### config.mk
export PLATFORM = sky130hd
export DESIGN_NAME = hpt_mul
export DESIGN_NICKNAME = d
export VERILOG_FILES = /design/src/sv/hpt_pkg.sv /design/src/sv/hpt_mul.sv
export SDC_FILE = /design/constraint.sdc
export NUM_CORES = 2
export LEC_CHECK = 0
export ABC_CLOCK_PERIOD_IN_PS = 17800
export BUFFER_PORTS_ARGS = -buffer_cell sky130_fd_sc_hd__buf_2
export CORE_ASPECT_RATIO = 0.9
export CORE_MARGIN = 4
export CORE_UTILIZATION = 55
export CTS_CLUSTER_DIAMETER = 80
export CTS_CLUSTER_SIZE = 28
export DETAILED_ROUTE_END_ITERATION = 7
export PLACE_DENSITY = 0.7
export SETUP_SLACK_MARGIN = 0.3
export SLEW_MARGIN = 20
export SYNTH_ARGS = -nofsm -noshare
export SYNTH_HDL_FRONTEND = slang
export SYNTH_SLANG_ARGS = --single-unit
### constraint.sdc
create_clock -name clock -period 17.8 [get_ports clock]
set_clock_uncertainty 0.1 [all_clocks]
set_input_delay 1.78 -clock clock [delete_from_list [all_inputs] [get_ports clock]]
set_output_delay 1.78 -clock clock [all_outputs]
set_load 0.005 [all_outputs]
### src/sv/hpt_pkg.sv
// Shared types, constants and helper functions for the point transform.
// Used by every module of the block; depends on nothing.
package hpt_pkg;

   localparam int COORD_W  = 32;
   localparam int NUM_COEF = 16;
   localparam int COEF_AW  = 4;
   localparam int ACC_W    = 50;
   localparam int MUL_W    = 33;
   localparam int PROD_W   = 2 * MUL_W;
   localparam int QUO_W    = 33;
   localparam int CNT_W    = $clog2(QUO_W);

   localparam logic signed [COORD_W-1:0] Q_ONE   = 32'sh0001_0000;
   localparam logic signed [COORD_W-1:0] S32_MAX = 32'sh7FFF_FFFF;
   localparam logic signed [COORD_W-1:0] S32_MIN = 32'sh8000_0000;

   localparam logic signed [ACC_W-1:0] ACC_S32_MAX = ACC_W'(64'sd2147483647);
   localparam logic signed [ACC_W-1:0] ACC_S32_MIN = -ACC_W'(64'sd2147483648);

   localparam logic [1:0] OP_LOAD  = 2'd0;
   localparam logic [1:0] OP_POINT = 2'd1;
   localparam logic [1:0] OP_DIR   = 2'd2;

   typedef struct packed {
      logic [1:0]                opcode;
      logic [COEF_AW-1:0]        coeff_index;
      logic signed [COORD_W-1:0] coeff_value;
      logic signed [COORD_W-1:0] in_x;
      logic signed [COORD_W-1:0] in_y;
      logic signed [COORD_W-1:0] in_z;
   } req_type;

   typedef struct packed {
      logic signed [COORD_W-1:0] out_x;
      logic signed [COORD_W-1:0] out_y;
      logic signed [COORD_W-1:0] out_z;
      logic                      divide_error;
   } rsp_type;

   typedef struct packed {
      logic               wr_en;
      logic [COEF_AW-1:0] wr_addr;
      logic [COORD_W-1:0] wr_data;
      logic               rd_en;
      logic [COEF_AW-1:0] rd_addr;
   } mem_req_type;

   typedef enum logic [2:0] {
      ST_IDLE,
      ST_MAC,
      ST_CHECK,
      ST_DIV,
      ST_SCALE,
      ST_DONE
   } state_type;

   // Diagonal entries of the row-major matrix hold 1.0.
   function automatic logic signed [COORD_W-1:0] identity_coef(logic [COEF_AW-1:0] idx);
      return (idx[1:0] == idx[3:2]) ? Q_ONE : '0;
   endfunction

   function automatic logic signed [COORD_W-1:0] sat_acc(logic signed [ACC_W-1:0] v);
      if (v > ACC_S32_MAX) return S32_MAX;
      else if (v < ACC_S32_MIN) return S32_MIN;
      else return v[COORD_W-1:0];
   endfunction

   // Apply sign to a magnitude and clamp to the 32-bit signed range.
   function automatic logic signed [COORD_W-1:0] sat_mag(logic [PROD_W-1:0] m, logic neg);
      logic [COORD_W-1:0] t;
      t = ~m[COORD_W-1:0] + 32'd1;
      if (neg) return (m > PROD_W'(64'd2147483648)) ? S32_MIN : t;
      else return (m > PROD_W'(64'd2147483647)) ? S32_MAX : m[COORD_W-1:0];
   endfunction

   // Magnitude of the clamped reciprocal.
   function automatic logic [COORD_W-1:0] recip_mag(logic [QUO_W-1:0] q, logic neg);
      if (neg) return (q > QUO_W'(64'd2147483648)) ? 32'h8000_0000 : q[COORD_W-1:0];
      else return (q > QUO_W'(64'd2147483647)) ? 32'h7FFF_FFFF : q[COORD_W-1:0];
   endfunction

endpackage

### src/sv/hpt_mul.sv
// Shared registered signed multiplier, 33 x 33 to 66 bits.
// Depends on hpt_pkg for widths.
module hpt_mul (
   input  logic                               clock,
   input  logic signed [hpt_pkg::MUL_W-1:0]   mul_a,
   input  logic signed [hpt_pkg::MUL_W-1:0]   mul_b,
   output logic signed [hpt_pkg::PROD_W-1:0]  mul_p
);

   always_ff @(posedge clock) begin
      mul_p <= mul_a * mul_b;
   end

endmodule

== After elaboration in Yosys (flattened, before gate mapping) ==
Index checks and enable logic that the tools add are counted.
Storage, ports and cells
  register bits after elaboration: 66
  input bits: 67
  output and inout port bits: 66
  logic and storage cells: 2
Operators by class
  multipliers: 1
Operator list (number)
  33-bit by 33-bit multiplier with 66-bit output: 1

== Longest topological paths before layout ==
  word-level depth: 1
  gate-level depth with buffers: 27
  depth with buffers taken out: 26

== Worst setup path after synthesis ==
Ideal clock, no wire load.
  path kind: input to register
  from: input port mul_a[32] in the netlist's numbering
  to: register mul_p[62] in the netlist's numbering
  library setup time: 79 ps
  arrival: 8937 ps
  data required time: 17621 ps
  path slack: 8684 ps
  stages: 23
  buffers on the path: 2
  cells stage by stage: clkbuf_1 > nand2_1 > inv_1 > fa_1 > fa_1 > fa_1 > fa_1 > fa_1 > fa_1 > fa_1 > inv_1 > fa_1 > inv_1 > ha_1 > clkbuf_1 > and3_1 > nand3_1 > nand2b_1 > a2111oi_4 > a211oi_4 > a21o_2 > a21o_1 > a211oi_2
On the way
  longest elaborated chain between the ends: 1
Ends and longest elaborated chain
  start: declaration: RTL line hpt_mul.sv:5  | input logic signed [hpt_pkg::MUL_W-1:0] mul_a,
  33-bit by 33-bit multiplier with 66-bit output: RTL line hpt_mul.sv:11  | mul_p <= mul_a * mul_b;
  end signal: assignment: RTL line hpt_mul.sv:11
  end: declaration: RTL line hpt_mul.sv:7  | output logic signed [hpt_pkg::PROD_W-1:0] mul_p
Every way passes these cells.

== Worst setup path after layout ==
  from: input port mul_a[32] in the netlist's numbering
  to: register mul_p[58] in the netlist's numbering
The elaborated chain is that of the path after synthesis.

==> results.ini <==
[run_status]
status=finished, final reports clean

[yosys]
synth_edf_count=0
ys_seq_area_share_pct=3.24
synthArstFlopShare_pct=0
synth.cell_area_um2=40700
synth-seq-cells=66
syn_nets=5767
synth-compound-area-share_pct=4.07
yosysTopAreaCell=fa_1
synthCells=4338
yosysMostFrequentCell=fa_1
netlist_top_cells_count=1145 x fa_1, 1131 x inv_1, 562 x and2_1
avgSynthCellArea_um2=9.39
synth_fa_ha_area_share_pct=62.9
synth-simple-area-share_pct=15.8
synth_xor_area_share_pct=1.46
ys.flop_type=dfxtp_1
synth_top_family_by_area=adder cells
synth_top_area_share_pct=56.3
synth.area.top_cells=fa_1 56%, inv_1 10%, and2_1 8.6%
yosysWarnings=0
synth_mux_area_share_pct=0
synth.distinct_cells=80

[setup_path]
startpoint_type=primary input
critPathKind=in -> reg
cp_max_fo=33
worst_ep_arrival_time_ns=9.75
endpoint_kind=register
cp.required_ns=17.97

[finish]
top_register=mul_p
fin_util_pct=57.5
area_delta_synth_final_pct=3.45
fin_nets=5699
top_regs=mul_p x66
largest_reg_flops=66
drive_gt1_share_pct=4.58

[grt]
antenna_found_initial=6
grt_pass1_vias=30969
grt_max_degree=34
grt_overflow=0
grt_usage_pct=29.6
grt_pass1_wl_mm=178

[sta]
worstMarginPinSlew_ns=0.952
max_freq_mhz=104
setup_tns_ns=0
report.final.slew_viol_count=0
period_minus_slack_ns=9.58
setup_viol=0
finalCritPeriodShare_pct=53.8
slew_headroom_pct=36.5
hold_violations=0
grt_setup_unrepaired=no

[clock_network]
cts_resized=0
cts_buffer_depth=2
root_buffer=clkbuf_16
postCtsSetupRepairBufs=0
clkSlewWorstSetupHoldPaths_ns=0.07
numClockSinks=66
numCtsBuffers=9
cts.htree.levels=3
cts_hold_buf=0
cts_tree=yes

[die]
floorplan.die_area_um2=78500
core_area_um2=73300
ios=133
die_w_um=295
start_util_pct=55.6
fp.dieH_um=266
rows=94

[route]
drtIter0Drc=1966
via_per_inst=5.41
dr.pass1.iters=6
antenna_left=0
detail_route.wl_per_cell_um=20.8
vias=28357
routed_wl_mm=109
drc=0

[place]
dpl.hpwl_mm=87.3
routabilityCongestion=0.908
io_buffers=132

[min_path]
worstHoldPathType=in -> reg
whs_path_depth=2

[job]
cap_viol_max_count=0

-- cell type report --
| cell class | count | area [um^2] |
|---|---|---|
| Multi-Input combinational cell | 2920 | 34300 |
| Fill cell | 6429 | 31100 |
| Inverter | 1131 | 4250 |
| Sequential cell | 66 | 1320 |
| Tap cell | 960 | 1200 |
| Timing Repair Buffer | 142 | 736 |
| Clock buffer | 9 | 225 |
| Clock inverter | 7 | 82.6 |
| Antenna cell | 3 | 7.51 |
-- final timing paths --
check,from,end,slack [ns]
worst max-delay path,mul_a[32],mul_p[58],8.22
worst min-delay path,mul_b[0],mul_p[0],1.86
-- critical path, cell delays in order --
cell,delay [ns]
buf_2,0.51
nand2_1,0.18
inv_1,0.18
fa_1,0.50
fa_1,0.57
fa_1,0.94
inv_1,0.20
fa_1,0.60
fa_1,0.45
fa_1,0.58
fa_1,0.44
fa_1,0.49
inv_1,0.04
ha_1,0.47
and4_1,0.40
nand3_1,0.14
nand2b_1,0.24
a2111oi_4,0.35
a211oi_4,0.09
a21oi_2,0.21
nor4b_2,0.07
a311oi_1,0.29
-- placed cells by master, fill, tap and decap left out, types with 7 or more instances in the layout --
| cell type | netlist | routed |
|---|---|---|
| nand2_1 | 551 | 551 |
| ha_1 | 217 | 217 |
| dfxtp_1 | 66 | 66 |
| o21bai_1 | 11 | 11 |
| a21o_1 | 36 | 36 |
| and2_1 | 562 | 562 |
| nor3_1 | 7 | 7 |
| inv_1 | 1131 | 1131 |
| nand2b_1 | 12 | 12 |
| xor2_1 | 25 | 25 |
| clkbuf_16 | 0 | 9 |
| nand3_1 | 25 | 25 |
| a211oi_1 | 7 | 7 |
| o21ai_0 | 25 | 25 |
| buf_2 | 11 | 132 |
| a31oi_1 | 8 | 8 |
| xnor2_1 | 43 | 43 |
| nor2_1 | 68 | 68 |
| nand4_1 | 11 | 11 |
| buf_4 | 0 | 10 |
| fa_1 | 1145 | 1144 |
| a21oi_1 | 57 | 57 |
-- metal layers --
metal | part of all wire, % | track usage, %
met3 | 13 | 11.4
met4 | 1.9 | 5.87
met2 | 42 | 41.9
met5 | 0.063 | 0
met1 | 43 | 44.0
-- cell families (layout without fill, tap and decap cells) --
| group | Yosys count | in the layout |
|---|---|---|
| other | 0 | 3 |
| adder cells (fa/ha/maj) | 1362 | 1362 |
| AO/OA/AOI/OAI | 219 | 219 |
| AND/OR/NAND/NOR | 1271 | 1271 |
| flip-flops | 66 | 66 |
| buffers and inverters | 1352 | 1289 |
| XOR/XNOR | 68 | 68 |
-- per-stage QoR --
| step | setup WS (ns) | cell area (um^2) | cells | hold slack [ns] |
|---|---|---|---|---|
| after floorplan | 8.68 | 40700 | 4338 | 1.81 |
| after global routing | 7.83 | 42100 | 5235 | 1.87 |
| after CTS | 8.13 | 42100 | 5235 | 1.84 |
| after detailed placement | 7.75 | 41800 | 5219 | 2.06 |
| after global placement | 7.84 | 41800 | 5219 | 2.06 |
| final | 8.22 | 42100 | 5238 | 1.86 |
Power is not shown: default switching activity piles up to over one toggle a cycle in this logic, so the estimate is an artifact.
