$ cat src/sv/hpt_pkg.sv
// Shared types, constants and helper functions for the point transform.
// Used by every module of the block; depends on nothing.
package hpt_pkg;

   localparam int COORD_W  = 32;
   localparam int NUM_COEF = 16;
   localparam int COEF_AW  = 4;
   localparam int ACC_W    = 50;
   localparam int MUL_W    = 33;
   localparam int PROD_W   = 2 * MUL_W;
   localparam int QUO_W    = 33;
   localparam int CNT_W    = $clog2(QUO_W);

   localparam logic signed [COORD_W-1:0] Q_ONE   = 32'sh0001_0000;
   localparam logic signed [COORD_W-1:0] S32_MAX = 32'sh7FFF_FFFF;
   localparam logic signed [COORD_W-1:0] S32_MIN = 32'sh8000_0000;

   localparam logic signed [ACC_W-1:0] ACC_S32_MAX = ACC_W'(64'sd2147483647);
   localparam logic signed [ACC_W-1:0] ACC_S32_MIN = -ACC_W'(64'sd2147483648);

   localparam logic [1:0] OP_LOAD  = 2'd0;
   localparam logic [1:0] OP_POINT = 2'd1;
   localparam logic [1:0] OP_DIR   = 2'd2;

   typedef struct packed {
      logic [1:0]                opcode;
      logic [COEF_AW-1:0]        coeff_index;
      logic signed [COORD_W-1:0] coeff_value;
      logic signed [COORD_W-1:0] in_x;
      logic signed [COORD_W-1:0] in_y;
      logic signed [COORD_W-1:0] in_z;
   } req_type;

   typedef struct packed {
      logic signed [COORD_W-1:0] out_x;
      logic signed [COORD_W-1:0] out_y;
      logic signed [COORD_W-1:0] out_z;
      logic                      divide_error;
   } rsp_type;

   typedef struct packed {
      logic               wr_en;
      logic [COEF_AW-1:0] wr_addr;
      logic [COORD_W-1:0] wr_data;
      logic               rd_en;
      logic [COEF_AW-1:0] rd_addr;
   } mem_req_type;

   typedef enum logic [2:0] {
      ST_IDLE,
      ST_MAC,
      ST_CHECK,
      ST_DIV,
      ST_SCALE,
      ST_DONE
   } state_type;

   // Diagonal entries of the row-major matrix hold 1.0.
   function automatic logic signed [COORD_W-1:0] identity_coef(logic [COEF_AW-1:0] idx);
      return (idx[1:0] == idx[3:2]) ? Q_ONE : '0;
   endfunction

   function automatic logic signed [COORD_W-1:0] sat_acc(logic signed [ACC_W-1:0] v);
      if (v > ACC_S32_MAX) return S32_MAX;
      else if (v < ACC_S32_MIN) return S32_MIN;
      else return v[COORD_W-1:0];
   endfunction

   // Apply sign to a magnitude and clamp to the 32-bit signed range.
   function automatic logic signed [COORD_W-1:0] sat_mag(logic [PROD_W-1:0] m, logic neg);
      logic [COORD_W-1:0] t;
      t = ~m[COORD_W-1:0] + 32'd1;
      if (neg) return (m > PROD_W'(64'd2147483648)) ? S32_MIN : t;
      else return (m > PROD_W'(64'd2147483647)) ? S32_MAX : m[COORD_W-1:0];
   endfunction

   // Magnitude of the clamped reciprocal.
   function automatic logic [COORD_W-1:0] recip_mag(logic [QUO_W-1:0] q, logic neg);
      if (neg) return (q > QUO_W'(64'd2147483648)) ? 32'h8000_0000 : q[COORD_W-1:0];
      else return (q > QUO_W'(64'd2147483647)) ? 32'h7FFF_FFFF : q[COORD_W-1:0];
   endfunction

endpackage

$ cat src/sv/hpt_coef_mem.sv
// Coefficient store: 16 x 32 synchronous memory, one write and one read port.
// Per-entry valid bits make unwritten entries read as the identity matrix.
// Depends on hpt_pkg.
module hpt_coef_mem (
   input  logic                                clock,
   input  logic                                reset,
   input  hpt_pkg::mem_req_type                req,
   output logic signed [hpt_pkg::COORD_W-1:0]  rd_data
);

   logic [hpt_pkg::COORD_W-1:0] mem_ff [hpt_pkg::NUM_COEF];
   logic [hpt_pkg::NUM_COEF-1:0] vld_ff;
   logic [hpt_pkg::COORD_W-1:0] rd_ff;
   logic                        rd_vld_ff;
   logic [hpt_pkg::COEF_AW-1:0] rd_addr_ff;

   always_ff @(posedge clock) begin
      if (req.wr_en) begin
         mem_ff[req.wr_addr] <= req.wr_data;
      end
      if (req.rd_en) begin
         rd_ff      <= mem_ff[req.rd_addr];
         rd_vld_ff  <= vld_ff[req.rd_addr];
         rd_addr_ff <= req.rd_addr;
      end
   end

   always_ff @(posedge clock) begin
      if (reset) begin
         vld_ff <= '0;
      end else if (req.wr_en) begin
         vld_ff[req.wr_addr] <= 1'b1;
      end
   end

   assign rd_data = rd_vld_ff ? rd_ff : hpt_pkg::identity_coef(rd_addr_ff);

endmodule

$ cat config.mk
export PLATFORM = sky130hd
export DESIGN_NAME = hpt_coef_mem
export DESIGN_NICKNAME = d
export VERILOG_FILES = /design/src/sv/hpt_pkg.sv /design/src/sv/hpt_coef_mem.sv
export SDC_FILE = /design/constraint.sdc
export NUM_CORES = 1
export LEC_CHECK = 0
export BUFFER_PORTS_ARGS = -buffer_cell sky130_fd_sc_hd__clkbuf_2
export CORE_ASPECT_RATIO = 0.9
export CORE_MARGIN = 2
export CORE_UTILIZATION = 50
export CTS_BUF_LIST = sky130_fd_sc_hd__clkbuf_4 sky130_fd_sc_hd__clkbuf_8 sky130_fd_sc_hd__clkbuf_16
export DETAILED_ROUTE_END_ITERATION = 10
export PLACE_DENSITY_LB_ADDON = 0.25
export SLEW_MARGIN = 10
export SYNTH_ARGS = -nofsm -noshare
export SYNTH_HDL_FRONTEND = slang
export SYNTH_SLANG_ARGS = --single-unit
$ cat constraint.sdc
create_clock -name clock -period 9.9 [get_ports clock]
set_clock_uncertainty 0.1 [all_clocks]
set_input_delay 1.98 -clock clock [delete_from_list [all_inputs] [get_ports clock]]
set_output_delay 1.98 -clock clock [all_outputs]
set_load 0.03 [all_outputs]
======== Yosys cells after proc, flatten, opt, wreduce, memory -nomap -nowiden ========
Memory sizes are Yosys's and may differ from the RTL's. A register that Yosys moved wholly into a read port is not among the register bits.
Cells that the tools add are included.
storage, ports and cells
  flip-flop bits (word level) ............. 21
  bits in writable memories ............... 512
  bits of input ports ..................... 44
  output and inout bits ................... 32
  logic and storage cells ................. 18
  memories kept ........................... 1
memories
  name    depth  bits a word  read ports  clocked after memory_dff  write ports  RTL line            RTL
  mem_ff  16     32           1           1                         1            hpt_coef_mem.sv:11  logic [hpt_pkg::COORD_W-1:0] mem_ff [hpt_pkg::NUM_COEF];
operators by class
  order comparisons ....................... 3
  equality and inequality tests ........... 1
  mux-type cells .......................... 8
  bitwise operators ....................... 1
  reduce and logical (&&, ||, !) cells .... 1
operators by type and width
  operator                                                                count
  32-bit two-way mux                                                      1
  17-bit two-way mux                                                      1
  16-bit OR                                                               1
  4-bit by 5-bit < comparator with 1-bit output (second input constant)   2
  1-bit binary-select mux with 4-bit select                               1
  1-bit demux with 4-bit select                                           1
  4-bit by 1-bit >= comparator with 1-bit output (second input constant)  1
  1-bit two-way mux                                                       4
  2-bit == test                                                           1
  1-bit logical AND                                                       1

======== Logic depth before layout (Yosys ltp) ========
Gate-level depths: netlist (run 1).
  word-level depth ........................ 5
  gate-level depth with buffers ........... 6
  depth with buffers taken out ............ 3

======== Worst setup path after synthesis (run 1) ========
OpenSTA, ideal clock, no wires.
  kind .................................... input port to flip-flop
  start ................................... input req[39] (netlist bit)
  end ..................................... memory mem_ff[0][0] (netlist bit) (enable)
  setup time .............................. 0.461 ns
  arrival ................................. 4.698 ns
  required time ........................... 9.339 ns
  slack ................................... 4.641 ns
  cell stages on the path ................. 2
  path buffers ............................ 0
  cells stage by stage .................... or3b_2 nor3_1
RTL lines
  element             RTL line            RTL
  start: declaration  hpt_coef_mem.sv:7   input hpt_pkg::mem_req_type req,
  end: declaration    hpt_coef_mem.sv:11
Straight into the memory's write port.

======== Worst setup path in the final report (run 1) ========
  start ................................... register rd_vld_ff
  end ..................................... output rd_data[16] (netlist bit)
between the ends
  longest elaborated chain between the ends .. 1
ends and longest elaborated chain
  element                   RTL line            RTL
  start: declaration        hpt_coef_mem.sv:14  logic rd_vld_ff;
  start signal: assignment  hpt_coef_mem.sv:23  rd_vld_ff <= vld_ff[req.rd_addr];
  32-bit two-way mux        hpt_coef_mem.sv:36  assign rd_data = rd_vld_ff ? rd_ff : hpt_pkg::identity_coef(rd_addr_ff);
  end: declaration          hpt_coef_mem.sv:8   output logic signed [hpt_pkg::COORD_W-1:0] rd_data
No other way between the ends.

==> results.cfg, run 1 <==
[critical_path]
cp_max_fo = 20
critPathLaunchType = register
worstPathRequired_ns = 7.82
end_kind = output pin
crit_arrival_ns = 2.30
critPathKind = reg2out

[grt]
first_global_vias = 10223
grt_max_degree = 93
antenna_found_initial = 1
gr-usage-all-layers_pct = 21.11
grt_pass1_wl_um = 67420
grt-ovfl-total = 0

[yosys]
synth_top_family_by_area = multiplexers
ys_ff_latch = 565
synth_compound_area_share_pct = 2.753
ys_types = 27
synthAdderAreaFrac_pct = 0
syn_area_per_cell_um2 = 22.51
netlist_area_um2 = 21360
synthMuxAreaShare_pct = 14.25
syn_nets = 993
synth-simple-area-share_pct = 2.630
synth-seq-area-share_pct = 78.67
ys_warn_count = 0
synth-xor-area-share_pct = 0.08200
postSynthCellCount = 949

[cts]
cts_root_buf = clkbuf_16
cts_tree = built
clk_pin_slew_worst_paths_ns = 0.06
cts_hold_buffers = 0
cts_resized = 0
postCtsSetupBuffers = 0
clock_sink_count = 565
clk_latency_ns = 0.58
cts_max_level = 2
clock_path_buffers = 3
cts_buffers = 55

[place]
portBuffers = 75
dp_slack_ns = 5.134
routabilityCongestion = 0.7117
dp_hpwl_um = 21720
dp_cells = 1545

[sta]
period_share_pct = 44.25
max_clock_freq_ghz = 0.2283
rsz0062_at_grt = false
worst_pin_slew_ns = 1.038
setup_ws_ns = 5.519
min_period_ns = 4.381
setup_viol = 0
final_max_slew_viol_count = 0
hold_viol_final = 0
timing.setup.tns_ns = 0
timing.slew.headroom_pct = 30.42

[cells_and_area]
stdcell_count = 1646
final_layout_size_suffix_gt1_share_pct = 29.30
final_nets = 1099
diodes = 0
fill_cells = 3046
final_core_util_pct = 57.82
area_delta_synth_final_pct = 13.73

[route]
drtIter0Drc = 964
wl_um = 45660
met3_length_um = 2910
wl_met2_um = 22340
top_layer = met5
drt_pass1_iterations = 5
drtAntennaViolNets = 0
dr_total_vias = 9926
via_per_inst = 6.030
remaining_drc_errors = 0
drt-wirelength-per-cell_um = 27.74
drt-met1-wl_um = 19500

[die]
io_pins = 76
die-area_um2 = 44400
coreArea_um2 = 42020
initial_core_util_pct = 50.84
rows = 71
fp.dieH_um = 200.1
die_x_um = 221.9

[pwr]
total_leakage_power_uw = 0.007932
power_uw = 5102
power_density_nw_per_um2 = 210.0
vdd_ir_drop_max_mv = 0.1250

[min_path]
min_path_type = reg2reg

[run]
maxCapViolations = 0

[outcome]
outcome = complete, no violations
==> sequential cells by signal, summed over array words and instances, names as in the netlist <==
| signal | cells |
|---|---|
| rd_addr_ff | 4 |
| mem_ff | 512 |
| rd_ff | 32 |
| vld_ff | 16 |
| rd_vld_ff | 1 |
==> worst max-delay path, stage by stage (launching register included) <==
cell      delay (ns)
edfxtp_1        0.76
buf_4           0.41
nand2_1         0.19
o31ai_1         0.10
clkbuf_2        0.24
==> cell families (layout without fill, tap and decap cells) <==
logic type             Yosys count  after routing
AO/OA/AOI/OAI                   83             83
XOR/XNOR                         2              2
buffers and inverters           52            202
flip-flops                     565            565
multiplexers                   132            132
AND/OR/NAND/NOR                115            115
==> synthesized netlist by cell type, drive strengths merged <==
master / count / area, um2
nor2: 30 / 112.6
nand2b: 2 / 12.51
xor2: 2 / 17.52
clkbuf: 28 / 105.1
buf: 24 / 240.2
o31ai: 1 / 7.510
and2: 32 / 200.2
a21oi: 12 / 60.06
dfxtp: 16 / 320.3
mux4: 132 / 3044
nand3b: 2 / 15.01
or3b: 1 / 8.760
nor3b: 1 / 7.510
nand3: 1 / 5.000
and3: 1 / 6.260
nor2b: 4 / 25.02
a22oi: 66 / 495.5
nor3: 4 / 20.02
and3b: 2 / 17.52
nand2: 35 / 131.4
a31oi: 4 / 25.02
edfxtp: 549 / 16490
==> per-layer routing <==
metal  GRT usage, %  vias to the layer above
met4          5.205                        2
li1               -                     4210
met5              0                        -
met1          30.00                     5290
met2          34.93                      348
met3          3.425                       76
==> report_power, final <==
group | internal (uW) | switching (uW) | total (uW)
Clock | 1300 | 857 | 2160
Sequential | 2690 | 15.6 | 2700
Combinational | 91.6 | 152 | 243
Total | 4080 | 1020 | 5100
==> final timing paths <==
path / slack [ns] / startpoint / cells after the start / end
setup reg to reg: 8.35 / mem_ff[7][2]$_DFFE_PP_ / 3 / rd_ff[2]$_DFFE_PP_
hold / removal: 0.36 / vld_ff[10]$_SDFFE_PP0P_ / 2 / vld_ff[10]$_SDFFE_PP0P_
hold reg to reg: 0.36 / vld_ff[10]$_SDFFE_PP0P_ / 2 / vld_ff[10]$_SDFFE_PP0P_
setup / recovery: 5.52 / rd_vld_ff$_DFFE_PP_ / 4 / rd_data[16]
==> area by class of cell <==
type                            count  area [um2]  area share, %
Timing Repair Buffer              101       585.6          2.410
Multi-Input combinational cell    332        4345          17.88
Tap cell                          547       684.4          2.817
Clock buffer                       64        1444          5.943
Sequential cell                   565       16810          69.17
Clock inverter                     37       431.7          1.777
==> cell usage in the layout (no fill, tap or decap), drive strengths merged <==
cell and n:
o31ai 1, a22oi 66, inv 3, nor2b 4, nand2b 2, xor2 2
nand3b 2, buf 27, or3b 1, a31oi 4, and2 32, and3b 2
clkinvlp 1, bufinv 10, nor3 4, clkinv 23, clkbuf 138, nand2 35
nor2 30, and3 1, edfxtp 549, mux4 132, dfxtp 16, a21oi 12
nand3 1, nor3b 1
==> through the flow <==
step                      area, um2  hold WS (ns)
final                         24300        0.3646
after detailed placement      22420        0.3511
after global routing          24300        0.3982
after floorplan               21360        0.3315
after CTS                     24300        0.3668
after global placement        22420        0.3455
Note: power is estimated with default switching activity, not from simulation.
==> inputs of run 2 (changes only) <==
ABC_AREA = 1   (was default)
clock period = 4.1 ns   (was 9.9 ns; I/O delays follow)
==> run 2 against run 1 <==
Via count up 58%. Largest power group unchanged. Sequential cell count unchanged. Routed wire length up 24%. Setup slack worse by 4.6 ns. Power up 140%. Synthesized cell count up 140%. Critical path type unchanged. Critical path depth unchanged. First-iteration DRC count up 57%. Highest routed layer is now met4.
==> results.cfg, run 2 <==
[outcome]
outcome = complete, no violations

[cts]
clk_pin_slew_worst_paths_ns = 0.06
cts_resized = 0
cts_max_level = 2
cts_root_buf = clkbuf_16
clock_path_buffers = 3
cts_hold_buffers = 0
clk_latency_ns = 0.61
cts_buffers = 56
clock_sink_count = 565
cts_tree = built
postCtsSetupBuffers = 0

[route]
via_per_inst = 5.162
drtIter0Drc = 1512
drt_pass1_iterations = 6
remaining_drc_errors = 0
dr_total_vias = 15666
wl_um = 56730
drtAntennaViolNets = 0
drt-wirelength-per-cell_um = 18.69

[die]
fp.dieH_um = 212.0
coreArea_um2 = 47640
initial_core_util_pct = 50.43
die_x_um = 235.1
io_pins = 76
die-area_um2 = 49830
rows = 76

[critical_path]
critPathKind = reg2out
worstPathRequired_ns = 3.18
cp_slowest_cell = edfxtp_1
cpPeakStageDelay_ns = 0.85
cp_cell_sequence = buf_4 -> nand2_1 -> o21ai_0 -> clkbuf_2
crit_arrival_ns = 2.26
cp_max_fo = 12
crit_buf_inv = 2
critPathLaunchType = register
end_kind = output pin
cpLargestDelayFamily = flip-flops

[yosys]
ys.flop_type = edfxtp_1
ys_warn_count = 0
yosysMostFrequentCell = nand2_1
netlist_top_cells_count = nand2_1, edfxtp_1, inv_1
synth_top_area_share_pct = 68.61
synthTopCellsByArea = edfxtp_1, nand2_1, nand3_1, inv_1, dfxtp_1
ys_async_sr_fraction_pct = 0
netlist_area_um2 = 24030
synth-seq-area-share_pct = 69.95
ys_types = 16
postSynthCellCount = 2304
ys_ff_latch = 565
synth_edf_count = 549
yosysTopAreaCell = edfxtp_1
syn_area_per_cell_um2 = 10.43
syn_nets = 2348

[run]
maxCapViolations = 0

[sta]
rsz0062_at_grt = false
timing.slew.headroom_pct = 20.82
setup_viol = 0
min_period_ns = 3.180
hold_viol_final = 0
max_clock_freq_ghz = 0.3145
final_max_slew_viol_count = 0
period_share_pct = 77.55
timing.setup.tns_ns = 0
worst_pin_slew_ns = 1.188

[cells_and_area]
largest_reg_flops = 512
final_nets = 2410
final_common_cell = nand2_1
stdcell_count = 3035
fill_cells = 4005
final_cell_mix = nand2_1, edfxtp_1, inv_1
final_layout_size_suffix_gt1_share_pct = 9.461
multi_input_area_um2 = 4962
reg_top3 = mem_ff x512, rd_ff x32, vld_ff x16
final-seq-area_um2 = 16810
top_register = mem_ff
area_delta_synth_final_pct = 11.65

[pwr]
total_leakage_power_uw = 0.01170
power_uw = 12230
power_density_nw_per_um2 = 455.8
vdd_ir_drop_max_mv = 0.3249

[min_path]
min_path_type = reg2reg

[place]
dp_cells = 2932
dp_hpwl_um = 29370
routabilityCongestion = 0.7714
portBuffers = 75

[grt]
antenna_found_initial = 1
first_global_vias = 15086
grt_pass1_wl_um = 87650
gr-usage-all-layers_pct = 23.11
grt_max_degree = 177
grt-ovfl-total = 0
==> run 2: final timing paths <==
path	from	to	slack (ns)	depth (start not counted)
hold reg to reg	vld_ff[11]$_SDFFE_PP0P_	vld_ff[11]$_SDFFE_PP0P_	0.36	2
setup / recovery	rd_vld_ff$_DFFE_PP_	rd_data[16]	0.92	4
setup reg to reg	mem_ff[0][22]$_DFFE_PP_	rd_ff[22]$_DFFE_PP_	2.83	6
hold / removal	vld_ff[11]$_SDFFE_PP0P_	vld_ff[11]$_SDFFE_PP0P_	0.36	2
==> run 2: final cells by class <==
cell class                 instances  share of cell area, %
sequential                       565                  62.65
clock buffer                      83                  6.091
timing repair buffer             119                  3.055
clock inverter                    19                 0.4011
multi-input combinational       1170                  18.50
inverter                         454                  6.390
tap                              624                  2.910
antenna                            1               0.009328
==> run 2: where the power goes <==
part / internal (uW) / leakage (uW) / switching [uW]
sequential: 6490 / 0.00512 / 40.5
combinational: 214 / 0.00570 / 590
clock: 2810 / 0.000882 / 2090
==> run 2: tightest hold or removal path: stages (launching register included) <==
cell and delay (ns):
dfxtp_1 0.29, inv_1 0.06, a21oi_1 0.06
==> run 2: kinds of logic after synthesis <==
| group | after synthesis | synth area share (%) |
|---|---|---|
| and+or+nand+nor | 1157 | 20.16 |
| buffers and inverters | 569 | 9.587 |
| DFF | 565 | 69.95 |
| AOI/OAI and AO/OA | 11 | 0.2291 |
| xor gates and xnor gates | 2 | 0.07292 |
==> run 2: metal layers <==
layer / share of wire (%) / track usage, %
met2: 46 / 37.16
met1: 45 / 33.23
met3: 7.2 / 3.612
met5: 0 / 0
met4: 1.9 / 5.740
==> run 2: per-stage QoR <==
| stage | utilization, % | hold WS (ns) | cell area (um2) | setup slack, ns |
|---|---|---|---|---|
| after floorplan | - | 0.3354 | 24030 | 0.9736 |
| after global placement | 52.65 | 0.3446 | 25080 | 1.290 |
| after detailed placement | 52.65 | 0.3513 | 25080 | 1.278 |
| after CTS | 56.31 | 0.3608 | 26820 | 0.9150 |
| after global routing | 56.31 | 0.3895 | 26830 | 0.8849 |
| final | 56.31 | 0.3648 | 26830 | 0.9204 |
==> inputs of run 3 (changes only) <==
clock period = 2.7 ns   (was 4.1 ns; I/O delays follow)
==> run 3 against run 2 <==
Sequential cell count unchanged. Final cell count grew 0.23%. Via count rose by 0.63%. Combinational power rose by 58%. Hold slack got worse by 0.13 ns. Routed wire length is 0.81% higher.
==> results.cfg, run 3 (synthesis results as in run 2) <==
[sta]
hold_viol_final = 0
setup_ws_ns = 0.3275
rsz0062_at_grt = false
min_period_ns = 2.372
timing.setup.tns_ns = 0
setup_viol = 0
timing.slew.headroom_pct = 45.78
worst_pin_slew_ns = 0.8133
final_max_slew_viol_count = 0
max_clock_freq_ghz = 0.4215
period_share_pct = 87.87

[route]
remaining_drc_errors = 0
drtIter0Drc = 1664
dr_total_vias = 15765
via_per_inst = 5.182
wl_um = 57190
drtAntennaViolNets = 0
drt_pass1_iterations = 5
drt-wirelength-per-cell_um = 18.80

[critical_path]
crit_path_start = rd_vld_ff$_DFFE_PP_
cp_cell_sequence = buf_12 -> nand2_1 -> o21ai_0 -> clkbuf_2
crit_end = rd_data[16]
r2r_slack_ns = 1.40
critPathKind = reg2out
r2r_start = mem_ff[13][2]$_DFFE_PP_
timing.rr.end = rd_ff[2]$_DFFE_PP_
end_kind = output pin
reg2regPathDepth = 6
critPathLaunchType = register
cp_max_fo = 21
cp_slowest_cell = edfxtp_1
cpPeakStageDelay_ns = 0.49
worstPathRequired_ns = 2.06
crit_arrival_ns = 1.73

[grt]
first_global_vias = 15379
grt-ovfl-total = 0
grt_max_degree = 101
antenna_found_initial = 2
grt_pass1_wl_um = 88030
gr-usage-all-layers_pct = 23.18

[die]
rows = 76
initial_core_util_pct = 50.43
die_x_um = 235.1
die-area_um2 = 49830
fp.dieH_um = 212.0
io_pins = 76
coreArea_um2 = 47640

[outcome]
outcome = complete, no violations

[cts]
clock_path_buffers = 3
clk_latency_ns = 0.60
clk_pin_slew_worst_paths_ns = 0.06
cts_hold_buffers = 0
cts_tree = built
clock_sink_count = 565
cts_root_buf = clkbuf_16
cts_max_level = 2
cts_buffers = 55

[cells_and_area]
final_area_um2 = 27270
fill_cells = 3903
final_nets = 2418
largest_reg_flops = 512
final_layout_size_suffix_gt1_share_pct = 9.599
top_register = mem_ff
final_common_cell = nand2_1
reg_top3 = mem_ff x512, rd_ff x32, vld_ff x16
final_cell_mix = nand2_1, edfxtp_1, inv_1
stdcell_count = 3042
area_delta_synth_final_pct = 13.52

[run]
maxCapViolations = 0

[place]
dp_hpwl_um = 30060
dp_slack_ns = 0.5323
dpl-instance-area_um2 = 25350
dp_cells = 2939
routabilityCongestion = 0.7850
portBuffers = 75

[pwr]
vdd_ir_drop_max_mv = 0.4521
power_density_nw_per_um2 = 708.5
total_leakage_power_uw = 0.01186

[min_path]
min_path_type = in2reg
[run 3: cell types whose count changed in the layout (fill, tap and decap cells not counted), moves of 3 or more]
cell,before,now
clkbuf_4,24,3
buf_12,8,25
clkinv_1,13,16
clkinv_2,4,11
bufinv_16,1,11
buf_4,38,30
[run 3: stage by stage]
stage | util (%) | hold WS (ns) | power (uW)
after floorplan | - | 0.3354 | 10850
after global placement | 53.21 | 0.3492 | 11330
after detailed placement | 53.21 | 0.3505 | 11360
after CTS | 57.25 | 0.2116 | 19450
after global routing | 57.25 | 0.2497 | 19920
final | 57.25 | 0.2378 | 19320
[run 3: how the worst min path moves through the flow]
stage	from	endpoint	slack [ns]	cells after the start
after global placement	vld_ff[7]$_SDFFE_PP0P_	vld_ff[7]$_SDFFE_PP0P_	0.35	2
after detailed placement	vld_ff[5]$_SDFFE_PP0P_	vld_ff[5]$_SDFFE_PP0P_	0.35	2
after global routing	req[40]	vld_ff[5]$_SDFFE_PP0P_	0.25	4
final	req[39]	vld_ff[8]$_SDFFE_PP0P_	0.24	4
after CTS	req[39]	vld_ff[1]$_SDFFE_PP0P_	0.21	4
after floorplan	vld_ff[0]$_SDFFE_PP0P_	vld_ff[0]$_SDFFE_PP0P_	0.34	2
[run 3: critical path, delay by kind of cell, from the launching register on]
kind	cells	cell delay (ns)
compound gates	1	0.08
buf+inv	2	0.46
flops	1	0.49
simple gates	1	0.11
[run 3: power breakdown]
part	switching (uW)	total, uW	internal [uW]
sequential	57.5	9900	9850
clock	3260	8150	4890
combinational	916	1270	356
total	4230	19300	15100
[run 3: area by class of cell]
cell class / instances / area (um2) / area share (%)
Clock inverter: 40 / 460.4 / 1.688
Sequential cell: 565 / 16810 / 61.62
Clock buffer: 60 / 1449 / 5.312
Tap cell: 624 / 780.7 / 2.863
Antenna cell: 1 / 2.502 / 0.009175
Multi-Input combinational cell: 1170 / 4962 / 18.19
Inverter: 454 / 1714 / 6.285
Timing Repair Buffer: 128 / 1100 / 4.032
[run 3: metal layers]
metal	GRT usage (%)	up-vias	share of wire, %
li1	-	7517	-
met1	33.24	7548	44
met2	36.69	593	46
met3	3.560	105	7.4
met4	7.333	2	2.5
met5	0	-	0.024
[run 3: repair_timing]
action,in CTS,in global routing
gates resized for setup,0,0
setup endpoints to repair,7,0
buffers inserted,2,0
