**src/sv/hpt_pkg.sv**
```systemverilog
// Shared types, constants and helper functions for the point transform.
// Used by every module of the block; depends on nothing.
package hpt_pkg;

   localparam int COORD_W  = 32;
   localparam int NUM_COEF = 16;
   localparam int COEF_AW  = 4;
   localparam int ACC_W    = 50;
   localparam int MUL_W    = 33;
   localparam int PROD_W   = 2 * MUL_W;
   localparam int QUO_W    = 33;
   localparam int CNT_W    = $clog2(QUO_W);

   localparam logic signed [COORD_W-1:0] Q_ONE   = 32'sh0001_0000;
   localparam logic signed [COORD_W-1:0] S32_MAX = 32'sh7FFF_FFFF;
   localparam logic signed [COORD_W-1:0] S32_MIN = 32'sh8000_0000;

   localparam logic signed [ACC_W-1:0] ACC_S32_MAX = ACC_W'(64'sd2147483647);
   localparam logic signed [ACC_W-1:0] ACC_S32_MIN = -ACC_W'(64'sd2147483648);

   localparam logic [1:0] OP_LOAD  = 2'd0;
   localparam logic [1:0] OP_POINT = 2'd1;
   localparam logic [1:0] OP_DIR   = 2'd2;

   typedef struct packed {
      logic [1:0]                opcode;
      logic [COEF_AW-1:0]        coeff_index;
      logic signed [COORD_W-1:0] coeff_value;
      logic signed [COORD_W-1:0] in_x;
      logic signed [COORD_W-1:0] in_y;
      logic signed [COORD_W-1:0] in_z;
   } req_type;

   typedef struct packed {
      logic signed [COORD_W-1:0] out_x;
      logic signed [COORD_W-1:0] out_y;
      logic signed [COORD_W-1:0] out_z;
      logic                      divide_error;
   } rsp_type;

   typedef struct packed {
      logic               wr_en;
      logic [COEF_AW-1:0] wr_addr;
      logic [COORD_W-1:0] wr_data;
      logic               rd_en;
      logic [COEF_AW-1:0] rd_addr;
   } mem_req_type;

   typedef enum logic [2:0] {
      ST_IDLE,
      ST_MAC,
      ST_CHECK,
      ST_DIV,
      ST_SCALE,
      ST_DONE
   } state_type;

   // Diagonal entries of the row-major matrix hold 1.0.
   function automatic logic signed [COORD_W-1:0] identity_coef(logic [COEF_AW-1:0] idx);
      return (idx[1:0] == idx[3:2]) ? Q_ONE : '0;
   endfunction

   function automatic logic signed [COORD_W-1:0] sat_acc(logic signed [ACC_W-1:0] v);
      if (v > ACC_S32_MAX) return S32_MAX;
      else if (v < ACC_S32_MIN) return S32_MIN;
      else return v[COORD_W-1:0];
   endfunction

   // Apply sign to a magnitude and clamp to the 32-bit signed range.
   function automatic logic signed [COORD_W-1:0] sat_mag(logic [PROD_W-1:0] m, logic neg);
      logic [COORD_W-1:0] t;
      t = ~m[COORD_W-1:0] + 32'd1;
      if (neg) return (m > PROD_W'(64'd2147483648)) ? S32_MIN : t;
      else return (m > PROD_W'(64'd2147483647)) ? S32_MAX : m[COORD_W-1:0];
   endfunction

   // Magnitude of the clamped reciprocal.
   function automatic logic [COORD_W-1:0] recip_mag(logic [QUO_W-1:0] q, logic neg);
      if (neg) return (q > QUO_W'(64'd2147483648)) ? 32'h8000_0000 : q[COORD_W-1:0];
      else return (q > QUO_W'(64'd2147483647)) ? 32'h7FFF_FFFF : q[COORD_W-1:0];
   endfunction

endpackage

```
**src/sv/hpt_recip.sv**
```systemverilog
// Serial reciprocal: quotient of 2^32 by an unsigned divisor, one bit a cycle.
// Restoring division over 33 quotient bits. Depends on hpt_pkg.
module hpt_recip (
   input  logic                              clock,
   input  logic                              reset,
   input  logic                              start,
   input  logic [hpt_pkg::ACC_W-1:0]         divisor,
   output logic                              done,
   output logic [hpt_pkg::QUO_W-1:0]         quotient
);

   logic                         busy_ff;
   logic                         done_ff;
   logic [hpt_pkg::CNT_W-1:0]    cnt_ff;
   logic [hpt_pkg::ACC_W:0]      rem_ff;
   logic [hpt_pkg::ACC_W-1:0]    dvs_ff;
   logic [hpt_pkg::QUO_W-1:0]    quo_ff;
   logic [hpt_pkg::ACC_W:0]      trial;
   logic                         fits;
   logic [hpt_pkg::ACC_W:0]      rem_in;

   // Dividend is a single one at the top quotient position.
   always_comb begin
      trial  = {rem_ff[hpt_pkg::ACC_W-1:0],
                (cnt_ff == hpt_pkg::CNT_W'(hpt_pkg::QUO_W - 1))};
      fits   = (trial >= {1'b0, dvs_ff});
      rem_in = fits ? (trial - {1'b0, dvs_ff}) : trial;
   end

   always_ff @(posedge clock) begin
      if (reset) begin
         busy_ff <= 1'b0;
         done_ff <= 1'b0;
      end else begin
         done_ff <= 1'b0;
         if (start) begin
            busy_ff <= 1'b1;
         end else if (busy_ff && (cnt_ff == '0)) begin
            busy_ff <= 1'b0;
            done_ff <= 1'b1;
         end
      end
   end

   always_ff @(posedge clock) begin
      if (start) begin
         cnt_ff <= hpt_pkg::CNT_W'(hpt_pkg::QUO_W - 1);
         rem_ff <= '0;
         quo_ff <= '0;
         dvs_ff <= divisor;
      end else if (busy_ff) begin
         rem_ff <= rem_in;
         quo_ff <= {quo_ff[hpt_pkg::QUO_W-2:0], fits};
         cnt_ff <= cnt_ff - 1'b1;
      end
   end

   assign done     = done_ff;
   assign quotient = quo_ff;

endmodule

```
**config.mk**
```make
export PLATFORM = sky130hd
export DESIGN_NAME = hpt_recip
export DESIGN_NICKNAME = d
export VERILOG_FILES = /design/src/sv/hpt_pkg.sv /design/src/sv/hpt_recip.sv
export SDC_FILE = /design/constraint.sdc
export NUM_CORES = 1
export LEC_CHECK = 0
export ABC_AREA = 1
export BUFFER_PORTS_ARGS = -buffer_cell sky130_fd_sc_hd__clkbuf_2
export CORE_MARGIN = 2
export CORE_UTILIZATION = 40
export CTS_BUF_LIST = sky130_fd_sc_hd__clkbuf_16
export CTS_CLUSTER_DIAMETER = 50
export DETAILED_ROUTE_END_ITERATION = 7
export GPL_TIMING_DRIVEN = 0
export SETUP_SLACK_MARGIN = 0.3
export SLEW_MARGIN = 30
export SYNTH_ARGS = -nofsm -noshare
export SYNTH_HDL_FRONTEND = slang
export SYNTH_SLANG_ARGS = --single-unit
```
**constraint.sdc**
```tcl
create_clock -name clock -period 6.38 [get_ports clock]
set_input_delay 0.638 -clock clock [delete_from_list [all_inputs] [get_ports clock]]
set_output_delay 0.638 -clock clock [all_outputs]
set_load 0.02 [all_outputs]
```
After elaboration in Yosys (flattened, before gate mapping)
Index checks and enable logic that the tools add are counted.
Operators by class
  $add $sub $neg: 2
  magnitude comparators: 1
  eq/ne operators: 1
  muxes and demuxes: 4
  reduce and logical (&&, ||, !) cells: 4
Operators with widths (number)
  $ge 51x50->1: 1
  $mux 50: 1
  $sub 50x50->50: 1
  $eq 6x6->1 const B: 1
  $logic_not 6->1: 1
  $sub 6x1->6 const B: 1
  $mux 1: 3
  $reduce_bool 2->1: 1
  $reduce_or 2->1: 1
  $logic_and 1x1->1: 1
Word-level totals
  register bits: 141
  bits of input ports: 53
  output and inout port bits: 34
  word-level logic and storage cells: 18

Longest topological paths before layout
Gate-level depths: netlist of run 1.
  word-level depth: 4
  mapped depth: 21
  gate-level depth less buffers: 21

Worst setup path after synthesis of run 1
Ideal clock, no wire load.
  path type: reg2reg
  from: reg cnt_ff[0] (netlist name)
  to: reg rem_ff[32] (netlist name)
  setup time: 56 ps
  data arrival time: 2383 ps
  data required time: 6324 ps
  path slack: 3941 ps
  cell stages (with the launch flop): 22
  path buffers: 0
  period minus slack after synthesis: 2439 ps
  cell sequence: dfxtp_1 -> inv_1 -> ha_1 -> nand2_1 -> nor2_1 -> nand3_1 -> ha_1 -> fa_1 -> inv_1 -> nand2_1 -> nand3_1 -> nand2_1 -> nand2_1 -> nand2_1 -> nand2_1 -> nand2_1 -> nand2_1 -> xor2_1 -> nand2_1 -> nand3_1 -> nand2_1 -> inv_1
On the way
  word-level cells in the longest chain between the ends: 3
  elaborated cells between the ends (all ways): 4
  classes of those cells: 1 x add/sub; 1 x order compare; 1 x eq/ne; 1 x mux
RTL lines
  start: declaration: line hpt_recip.sv:14  | logic [hpt_pkg::CNT_W-1:0] cnt_ff;
  start signal: assignment: line hpt_recip.sv:47  | cnt_ff <= hpt_pkg::CNT_W'(hpt_pkg::QUO_W - 1);
  start signal: assignment: line hpt_recip.sv:54  | cnt_ff <= cnt_ff - 1'b1;
  $eq 6x6->1 (*): line hpt_recip.sv:25  | (cnt_ff == hpt_pkg::CNT_W'(hpt_pkg::QUO_W - 1))};
  $sub 50x50->50 / $ge 51x50->1 (equally long branches): line hpt_recip.sv:27, hpt_recip.sv:26
  $mux 50 (*): line hpt_recip.sv:27  | rem_in = fits ? (trial - {1'b0, dvs_ff}) : trial;
  end signal: assignment: line hpt_recip.sv:52  | rem_ff <= rem_in;
  end: declaration: line hpt_recip.sv:15  | logic [hpt_pkg::ACC_W:0] rem_ff;
Mark *: on every way between the ends. The rest lies on a longest branch, timed or not.
A chain may end at the register's enable or synchronous reset.

Final worst setup path of run 1
  from: reg cnt_ff[1] (netlist name)
  to: reg rem_ff[7] (netlist name)
The elaborated chain is that of the path after synthesis.

==> flow_summary.toml, run 1 <==
[outcome]
status = "finished, final reports clean"

[layout]
final_cell_mix = "nand2_1 (510), inv_1 (214), nor2_1 (170)"
syn_to_final_growth_pct = 15.0
layout_commonest_cell = "nand2_1"
num-fill-cells = 2487
stdcell_area_sq_mm = 0.0108
utilization_pct = 46.4
drive_gt1_share_pct = 9.80
nets = 1665
regArea_sq_mm = 0.00332
n_antenna_cell = 0
multi_input_area_sq_mm = 0.00500

[setup_path]
cp-end-kind = "register"
crit-reg2reg-capture = "rem_ff[7]"
critPathMaxFanout = 10
r2r_cells = 19
r2r_start = "cnt_ff[1]"
crit_path_start_kind = "register"
cp.arrival_ns = 3.56
criticalPathCategory = "register to register"
ff2ff_setup_slack_ns = 3.21
required_ns = 6.77

[yosys]
synth_cell_types = 38
syn_area_sq_mm = 0.00938
yosys.area.top_type = "nand2_1"
synthDominantCellAreaShare_pct = 20.4
synth_warnings = 0
synth_fp_nets = 1560
ys_ff_latch = 141
avgSynthCellArea_sq_um = 6.45
syn_inst = 1454
ys_seq_area_share_pct = 35.4
synthTopCellsByArea = "nand2_1 (20%), dfxtp_1 (19%), edfxtp_1 (16%)"

[drt]
drc = 0
vias = 9221
viasPerCell = 4.88
wl_per_cell_um = 15.5
drt_first_pass_iters = 5
dr.first_iter.drc_count = 721
ant_nets = 0
drt_wl_total_um = 29200

[grt]
grt_pass1_vias = 8935
antenna_found_initial = 0
globalRouteOverflowTotal = 0
grt_util_all_layers_pct = 24.8
grt_pass1_wl_um = 46800
grt_max_degree = 54

[timing]
fin_tns_setup_ns = 0
rsz0062_at_grt = "false"
setup_viol = 0
period_minus_slack_ns = 3.17
min_period_over_period_pct = 49.7
finalHoldViolCount = 0
fmax_mhz = 315
worst_pin_slew_ns = 0.912
drv_slew = 0
fin_ws_ns = 3.21
relSlewSlack_pct = 39.2
finClkSkew_ns = 0.0160

[placed_design]
place_ws_ns = 3.35
numPortBuffers = 86
place_area_sq_mm = 0.0102
place_congestion = 0.998
hpwlAfterDp_um = 22500

[cts]
cts-resized-gates = 0
cts_tree = "built"
cts.root.buffer_cell = "clkbuf_16"
path_clk_slew_ns = 0.08
h-tree-depth = 4
clockBufferDepth = 2
cts.sinks = 141
insertion_delay_ns = 0.44
postCtsSetupBuffers = 0
cts_made_buffers = 17
holdBufCountCts = 0

[floorplanning]
die_h_um = 157
start_util_pct = 40.3
row_count = 56
dieArea_sq_mm = 0.0247
chipWidth_um = 157
core_area_sq_mm = 0.0233
pin_count = 87

[power_and_ir_drop]
peakVddDrop_uv = 160
power-per-cell-area_mw_per_mm2 = 255
leakage_nw = 5.63

[hold_path]
min_from = "divisor[12]"
whs_path_depth = 1
min_to = "dvs_ff[12]"
min-delay-path-class = "input pin to register"

[flow_run]
timing.max_cap.violations = 0
[worst max-delay path by stage]
stage | from | to | cells past startpoint
finish | cnt_ff[1] | rem_ff[7] | 19
global placement | start | rem_ff[29] | 5
CTS | cnt_ff[1] | rem_ff[46] | 19
detailed placement | cnt_ff[0] | rem_ff[46] | 19
floorplan | cnt_ff[0] | rem_ff[32] | 21
global route | cnt_ff[1] | rem_ff[46] | 20
[state kept, by name (all words and copies together) (netlist names)]
name / count
dvs_ff: 50
rem_ff: 50
quotient: 33
cnt_ff: 6
busy_ff: 1
done: 1
[Yosys cell counts]
library cell	count
o21ai_1	1
nand3b_1	6
nand2_4	1
nor2_4	3
o21ai_0	67
a31oi_1	14
buf_1	3
a21boi_0	1
edfxtp_1	50
nand2_2	1
nand3_2	1
clkinv_1	10
buf_4	6
xor2_1	24
dfxtp_1	91
buf_6	1
or2_2	1
nand2_1	510
inv_2	13
ha_1	52
nor2_1	170
buf_2	3
inv_1	214
nand3_1	64
nor2_2	5
a21o_1	2
o21bai_1	8
nand4_1	12
a21boi_1	1
a21oi_1	64
inv_4	1
nor3_1	20
fa_1	1
xnor2_1	8
nor4_1	1
and2_1	1
clkbuf_1	22
or2_1	1
[cell families (layout without fill, tap and decap cells)]
group,after synthesis,in the layout,share of synthesized area [%]
simple gates,797,797,34.2
fa+ha+maj,53,53,7.15
xor+xnor,32,32,2.99
compound gates,158,158,8.93
buf+inv,273,391,11.3
flops,141,141,35.4
[stage by stage]
step	hold slack, ns	total power, mW	cells
floorplan	0.445	1.55	1454
global placement	0.455	1.76	1859
detailed placement	0.466	1.76	1859
CTS	0.351	2.77	1891
global route	0.351	2.91	1891
finish	0.367	2.76	1891
[per-layer routing]
layer  global-route usage (%)  part of all wire, %
met5                        0                    0
met4                     8.14                  2.3
met3                     4.38                  6.6
met2                     39.4                   44
met1                     34.2                   47
[power by group]
group / total [mW] / internal, mW / switching (mW)
combinational: 0.705 / 0.226 / 0.479
sequential: 1.05 / 1.01 / 0.0440
clock: 1.00 / 0.521 / 0.482
[worst max-delay path: stages (launching register included)]
cell and delay [ns]:
dfxtp_1 0.36, inv_1 0.07, ha_1 0.18, nand2_1 0.06, nor2_1 0.04, nand3_1 0.11, ha_1 0.25, inv_1 0.08
nand3_1 0.07, nand3_1 0.19, nand3b_1 0.20, nand3_2 0.18, nand4_1 0.28, nand2_4 0.17, nor2_4 0.27, buf_4 0.29
nand2_1 0.09, nand2_1 0.07, nand2_1 0.05, nand2_1 0.08
[area by class of cell]
| type | count | share of cell area [%] |
|---|---|---|
| Timing Repair Buffer | 86 | 4.01 |
| Clock inverter | 15 | 1.38 |
| Tap cell | 319 | 3.70 |
| Multi-Input combinational cell | 1040 | 46.3 |
| Buffer | 35 | 1.53 |
| Sequential cell | 141 | 30.8 |
| Inverter | 238 | 8.30 |
| Clock buffer | 17 | 3.94 |
No activity file was read; power rests on OpenSTA's default activity.
==> run 2, diff against run 1 <==
clock period = 3.01 ns   (was 6.38 ns; I/O delays follow)
==> run 2 against run 1 <==
Against the previous run:
- critical path depth unchanged
- sequential power increased by 110%
- combinational power increased by 150%
- total power grew 120%
- design area rose by 6.8%
- wire length rose by 4.2%
- sequential cell count stayed put
- sequential share of layout area fell by 1.9 points
==> flow_summary.toml, run 2 (synthesis gave the netlist of run 1 again) <==
[outcome]
status = "finished, final reports clean"

[drt]
drt_wl_total_um = 30500
vias = 9459
drt_first_pass_iters = 5
viasPerCell = 4.91
drc = 0
dr.first_iter.drc_count = 706
ant_nets = 0
wl_per_cell_um = 15.8

[floorplanning]
chipWidth_um = 157
dieArea_sq_mm = 0.0247
row_count = 56
start_util_pct = 40.3
core_area_sq_mm = 0.0233
die_h_um = 157
pin_count = 87

[timing]
rsz0062_at_grt = "true"
min_period_over_period_pct = 93.2
drv_slew = 0
worst_pin_slew_ns = 0.955
relSlewSlack_pct = 36.3
finalHoldViolCount = 0
period_minus_slack_ns = 2.80
fmax_mhz = 357
hold_slack_ns = 0.0263
fin_ws_ns = 0.205
finClkSkew_ns = 0.0181
setup_viol = 0

[cts]
insertion_delay_ns = 0.45
path_clk_slew_ns = 0.08
clockBufferDepth = 2
cts.root.buffer_cell = "clkbuf_16"
cts_tree = "built"
h-tree-depth = 4
holdBufCountCts = 0
cts.sinks = 141
cts_made_buffers = 17

[grt]
grt_util_all_layers_pct = 25.3
antenna_found_initial = 0
globalRouteOverflowTotal = 0
grt_pass1_vias = 9114
grt_max_degree = 54
grt_pass1_wl_um = 47700

[power_and_ir_drop]
intPower_mw = 3.88
clkPwrFrac_pct = 34.8
seqPwrFrac_pct = 36.5
power.switching_mw = 2.24
power_mw = 6.12
leakage_nw = 5.93
power-per-cell-area_mw_per_mm2 = 531
peakVddDrop_uv = 352
power.share.switching_pct = 36.6
comb_power_share_pct = 28.8

[placed_design]
place_area_sq_mm = 0.0102
dp.cells = 1859
place_congestion = 0.998
hpwlAfterDp_um = 22500
place_ws_ns = -0.0174
numPortBuffers = 86

[setup_path]
cp.arrival_ns = 3.19
crit_path_start_kind = "register"
criticalPathCategory = "register to register"
required_ns = 3.39
cp-end-kind = "register"
critPathMaxFanout = 8

[layout]
layout_commonest_cell = "nand2_1"
nets = 1702
n_antenna_cell = 0
final_cell_mix = "nand2_1 (475), inv_1 (210), nor2_1 (159)"
syn_to_final_growth_pct = 22.8
fin_cells = 1928
drive_gt1_share_pct = 16.7
stdcell_area_sq_mm = 0.0115

[flow_run]
timing.max_cap.violations = 0

[hold_path]
min-delay-path-class = "input pin to register"
run 2: cell types whose count changed in the layout (fill, tap and decap cells not counted), sizes merged:
cell / before / now
buf: 13 / 48
bufbuf: 0 / 1
clkbuf: 125 / 126
run 2: routing by layer:
| layer | vias up | GRT usage (%) | routed length, um |
|---|---|---|---|
| li1 | 4812 | - | - |
| met1 | 4294 | 34.2 | 14000 |
| met2 | 306 | 40.8 | 13600 |
| met3 | 47 | 4.90 | 2190 |
| met4 | 0 | 8.27 | 716 |
| met5 | - | 0 | 0 |
run 2: path summary, 6_finish.rpt:
path                            slack, ns   startpoint  cells after the start    endpoint
worst max-delay path                 0.21    cnt_ff[1]                     19  rem_ff[45]
worst min-delay path                 0.03  divisor[12]                      1  dvs_ff[12]
worst max register to register       0.21    cnt_ff[1]                     19  rem_ff[45]
worst min register to register       0.48    cnt_ff[0]                      2   cnt_ff[0]
run 2: power by group through the flow:
stage               Clock, mW  Sequential [mW]  Combinational (mW)
floorplan                   0             2.28               0.995
global placement            0             2.26                1.47
detailed placement          0             2.26                1.47
CTS                      2.17             2.23                1.60
global route             2.24             2.25                1.95
finish                   2.13             2.23                1.76
run 2: layout make-up:
cell class                 count  area, sq um
buffer                        35          206
clock buffer                  17          425
clock inverter                15          149
fill                        2407        11700
inverter                     238          898
multi-input combinational   1040         5320
sequential                   141         3330
tap                          319          399
timing repair buffer         123          800
run 2: repair_timing:
action / CTS / global route
resized for setup: 37 / 79
setup endpoints to repair: 50 / 50
pin swaps: 9 / 23
setup buffers: 17 / 17
cloned: 2 / 1
run 2: through the flow:
step           utilization (%)  TNS (ns)
2_1_floorplan                -         0
3_3_place_gp              43.9  -0.00254
3_5_place_dp              43.9   -0.0174
4_1_cts                   47.8         0
5_1_grt                   49.5         0
6_report                  49.5         0
run 2: worst max-delay path, stage by stage, from the launching register on:
cell and delay (ns):
dfxtp_2 0.33, inv_2 0.07, ha_4 0.14, nand2_4 0.05, nor2_4 0.12, nand3_4 0.10
ha_4 0.20, inv_2 0.06, nand3_2 0.08, nand3_4 0.09, nand3b_1 0.14, nand3_4 0.12
nand4_1 0.27, nand2_4 0.18, buf_6 0.15, inv_6 0.06, nor2_4 0.22, buf_12 0.17
nand3_1 0.12, nand2_1 0.08
==> run 3, diff against run 2 <==
CORE_ASPECT_RATIO = 1.2   (was default)
==> run 3 against run 2 <==
Against the previous run:
- global-route usage down 0.98 points
- clock power is 2% higher
- wire length shrank 2.6%
- clock skew increased by 0.0015 ns
- combinational power is 5% lower
==> flow_summary.toml, run 3 (synthesis gave the netlist of run 1 again) <==
[timing]
finClkSkew_ns = 0.0196
fmax_mhz = 375
fin_tns_setup_ns = 0
setup_viol = 0
rsz0062_at_grt = "true"
min_period_over_period_pct = 88.5
period_minus_slack_ns = 2.66
relSlewSlack_pct = 31.2
worst_pin_slew_ns = 1.03
hold_slack_ns = 0.0217
finalHoldViolCount = 0
drv_slew = 0

[hold_path]
min-delay-path-class = "input pin to register"

[drt]
dr.first_iter.drc_count = 566
wl_per_cell_um = 15.5
drt_first_pass_iters = 5
viasPerCell = 4.90
drc = 0
drt_wl_total_um = 29700
vias = 9373
ant_nets = 0

[setup_path]
required_ns = 3.34
cpPeakStageDelay_ns = 0.43
critPathMaxFanout = 6
cp.arrival_ns = 2.99
criticalPathCategory = "register to register"
crit_top_cell = "nand2_1"
crit_chain = "ha_1 -> nand2_1 -> nor2_2 -> nand2_1 -> nor2_1 -> nand3_1 -> nand3_2 -> nor2_4 -> nand2_4 -> nor2_4 -> buf_12 -> buf_8 -> nand2_1 -> nand2_1 -> nand2_1 -> nand2_1"
crit_path_start_kind = "register"
slowest_stage = "ha_1"
cp-end-kind = "register"
path_buf_inv = 2
critPathTopFamily = "simple AND/OR/NAND/NOR gates"

[cts]
path_clk_slew_ns = 0.08
insertion_delay_ns = 0.45
cts_tree = "built"
cts.root.buffer_cell = "clkbuf_16"
h-tree-depth = 4
clockBufferDepth = 2
cts_made_buffers = 17
cts.sinks = 141

[floorplanning]
die_h_um = 172
row_count = 61
dieArea_sq_mm = 0.0247
start_util_pct = 40.6
pin_count = 87
core_area_sq_mm = 0.0231
chipWidth_um = 144

[placed_design]
hpwlAfterDp_um = 22600
place_congestion = 1.00
numPortBuffers = 86
place_area_sq_mm = 0.0102

[layout]
stdcell_area_sq_mm = 0.0113
nets = 1692
multi_input_area_sq_mm = 0.00520
num-fill-cells = 2432
drive_gt1_share_pct = 14.2
regArea_sq_mm = 0.00333
final_cell_mix = "nand2_1 (492), inv_1 (211), nor2_1 (165)"
n_antenna_cell = 0
layout_commonest_cell = "nand2_1"
utilization_pct = 48.8
syn_to_final_growth_pct = 20.1

[power_and_ir_drop]
power-per-cell-area_mw_per_mm2 = 538
power_mw = 6.06
peakVddDrop_uv = 361
leakage_nw = 5.85

[grt]
grt_pass1_wl_um = 45900
globalRouteOverflowTotal = 0
antenna_found_initial = 0
grt_max_degree = 54
grt_util_all_layers_pct = 24.4
grt_pass1_vias = 8782

[flow_run]
timing.max_cap.violations = 0

[outcome]
status = "finished, final reports clean"
## run 3: cell types whose count changed in the layout (fill, tap and decap cells not counted), sizes merged
cell and change:
bufbuf -1, clkinv -2, buf -10, clkbuf +1
inv +2
## run 3: final cells by class
class                           instances  area share [%]
Multi-Input combinational cell       1040            46.2
Sequential cell                       141            29.5
Inverter                              238            7.95
Timing Repair Buffer                  113            5.85
Clock buffer                           17            3.77
Tap cell                              315            3.50
Buffer                                 35            1.81
Clock inverter                         15            1.48
## run 3: through the flow
| stage | worst slack (ns) | cells |
|---|---|---|
| 3_5_place_dp | 0.00542 | 1855 |
| 3_3_place_gp | 0.0150 | 1855 |
| 6_report | 0.345 | 1914 |
| 2_1_floorplan | 0.571 | 1454 |
| 4_1_cts | 0.308 | 1900 |
| 5_1_grt | 0.229 | 1914 |
## run 3: where the power goes
part	internal, mW	total (mW)	leakage (nW)	switching (mW)
logic	0.596	1.68	4.32	1.08
clock network	1.12	2.17	0.294	1.05
registers	2.13	2.22	1.24	0.0920
## run 3: final timing paths
| kind | start | cells past startpoint | to | slack [ns] |
|---|---|---|---|---|
| min | divisor[8] | 1 | dvs_ff[8] | 0.02 |
| max | rem_ff[30] | 16 | rem_ff[41] | 0.35 |
| max reg2reg | rem_ff[30] | 16 | rem_ff[41] | 0.35 |
| min reg2reg | cnt_ff[0] | 2 | cnt_ff[0] | 0.48 |
## run 3: worst register-to-register path: stages, from the launching register on
cell and delay [ns]:
dfxtp_1 0.38, ha_1 0.43, nand2_1 0.13, nor2_2 0.19, nand2_1 0.14, nor2_1 0.24, nand3_1 0.17, nand3_2 0.13
nor2_4 0.05, nand2_4 0.14, nor2_4 0.05, buf_12 0.15, buf_8 0.15, nand2_1 0.06, nand2_1 0.05, nand2_1 0.05
nand2_1 0.07
## run 3: routing by layer
metal | routed length [um] | track usage (%) | vias up
met5 | 0 | 0 | -
met4 | 670 | 8.18 | 0
met3 | 1330 | 3.81 | 45
met2 | 14300 | 41.9 | 249
met1 | 13300 | 31.0 | 4286
li1 | - | - | 4793
## run 3: repair_timing
action,4_1_cts,5_1_grt
pin swaps,5,33
gates cloned,1,0
setup endpoints to repair,43,51
hold buffers,0,0
gates resized for setup,17,57
setup buffers,12,14
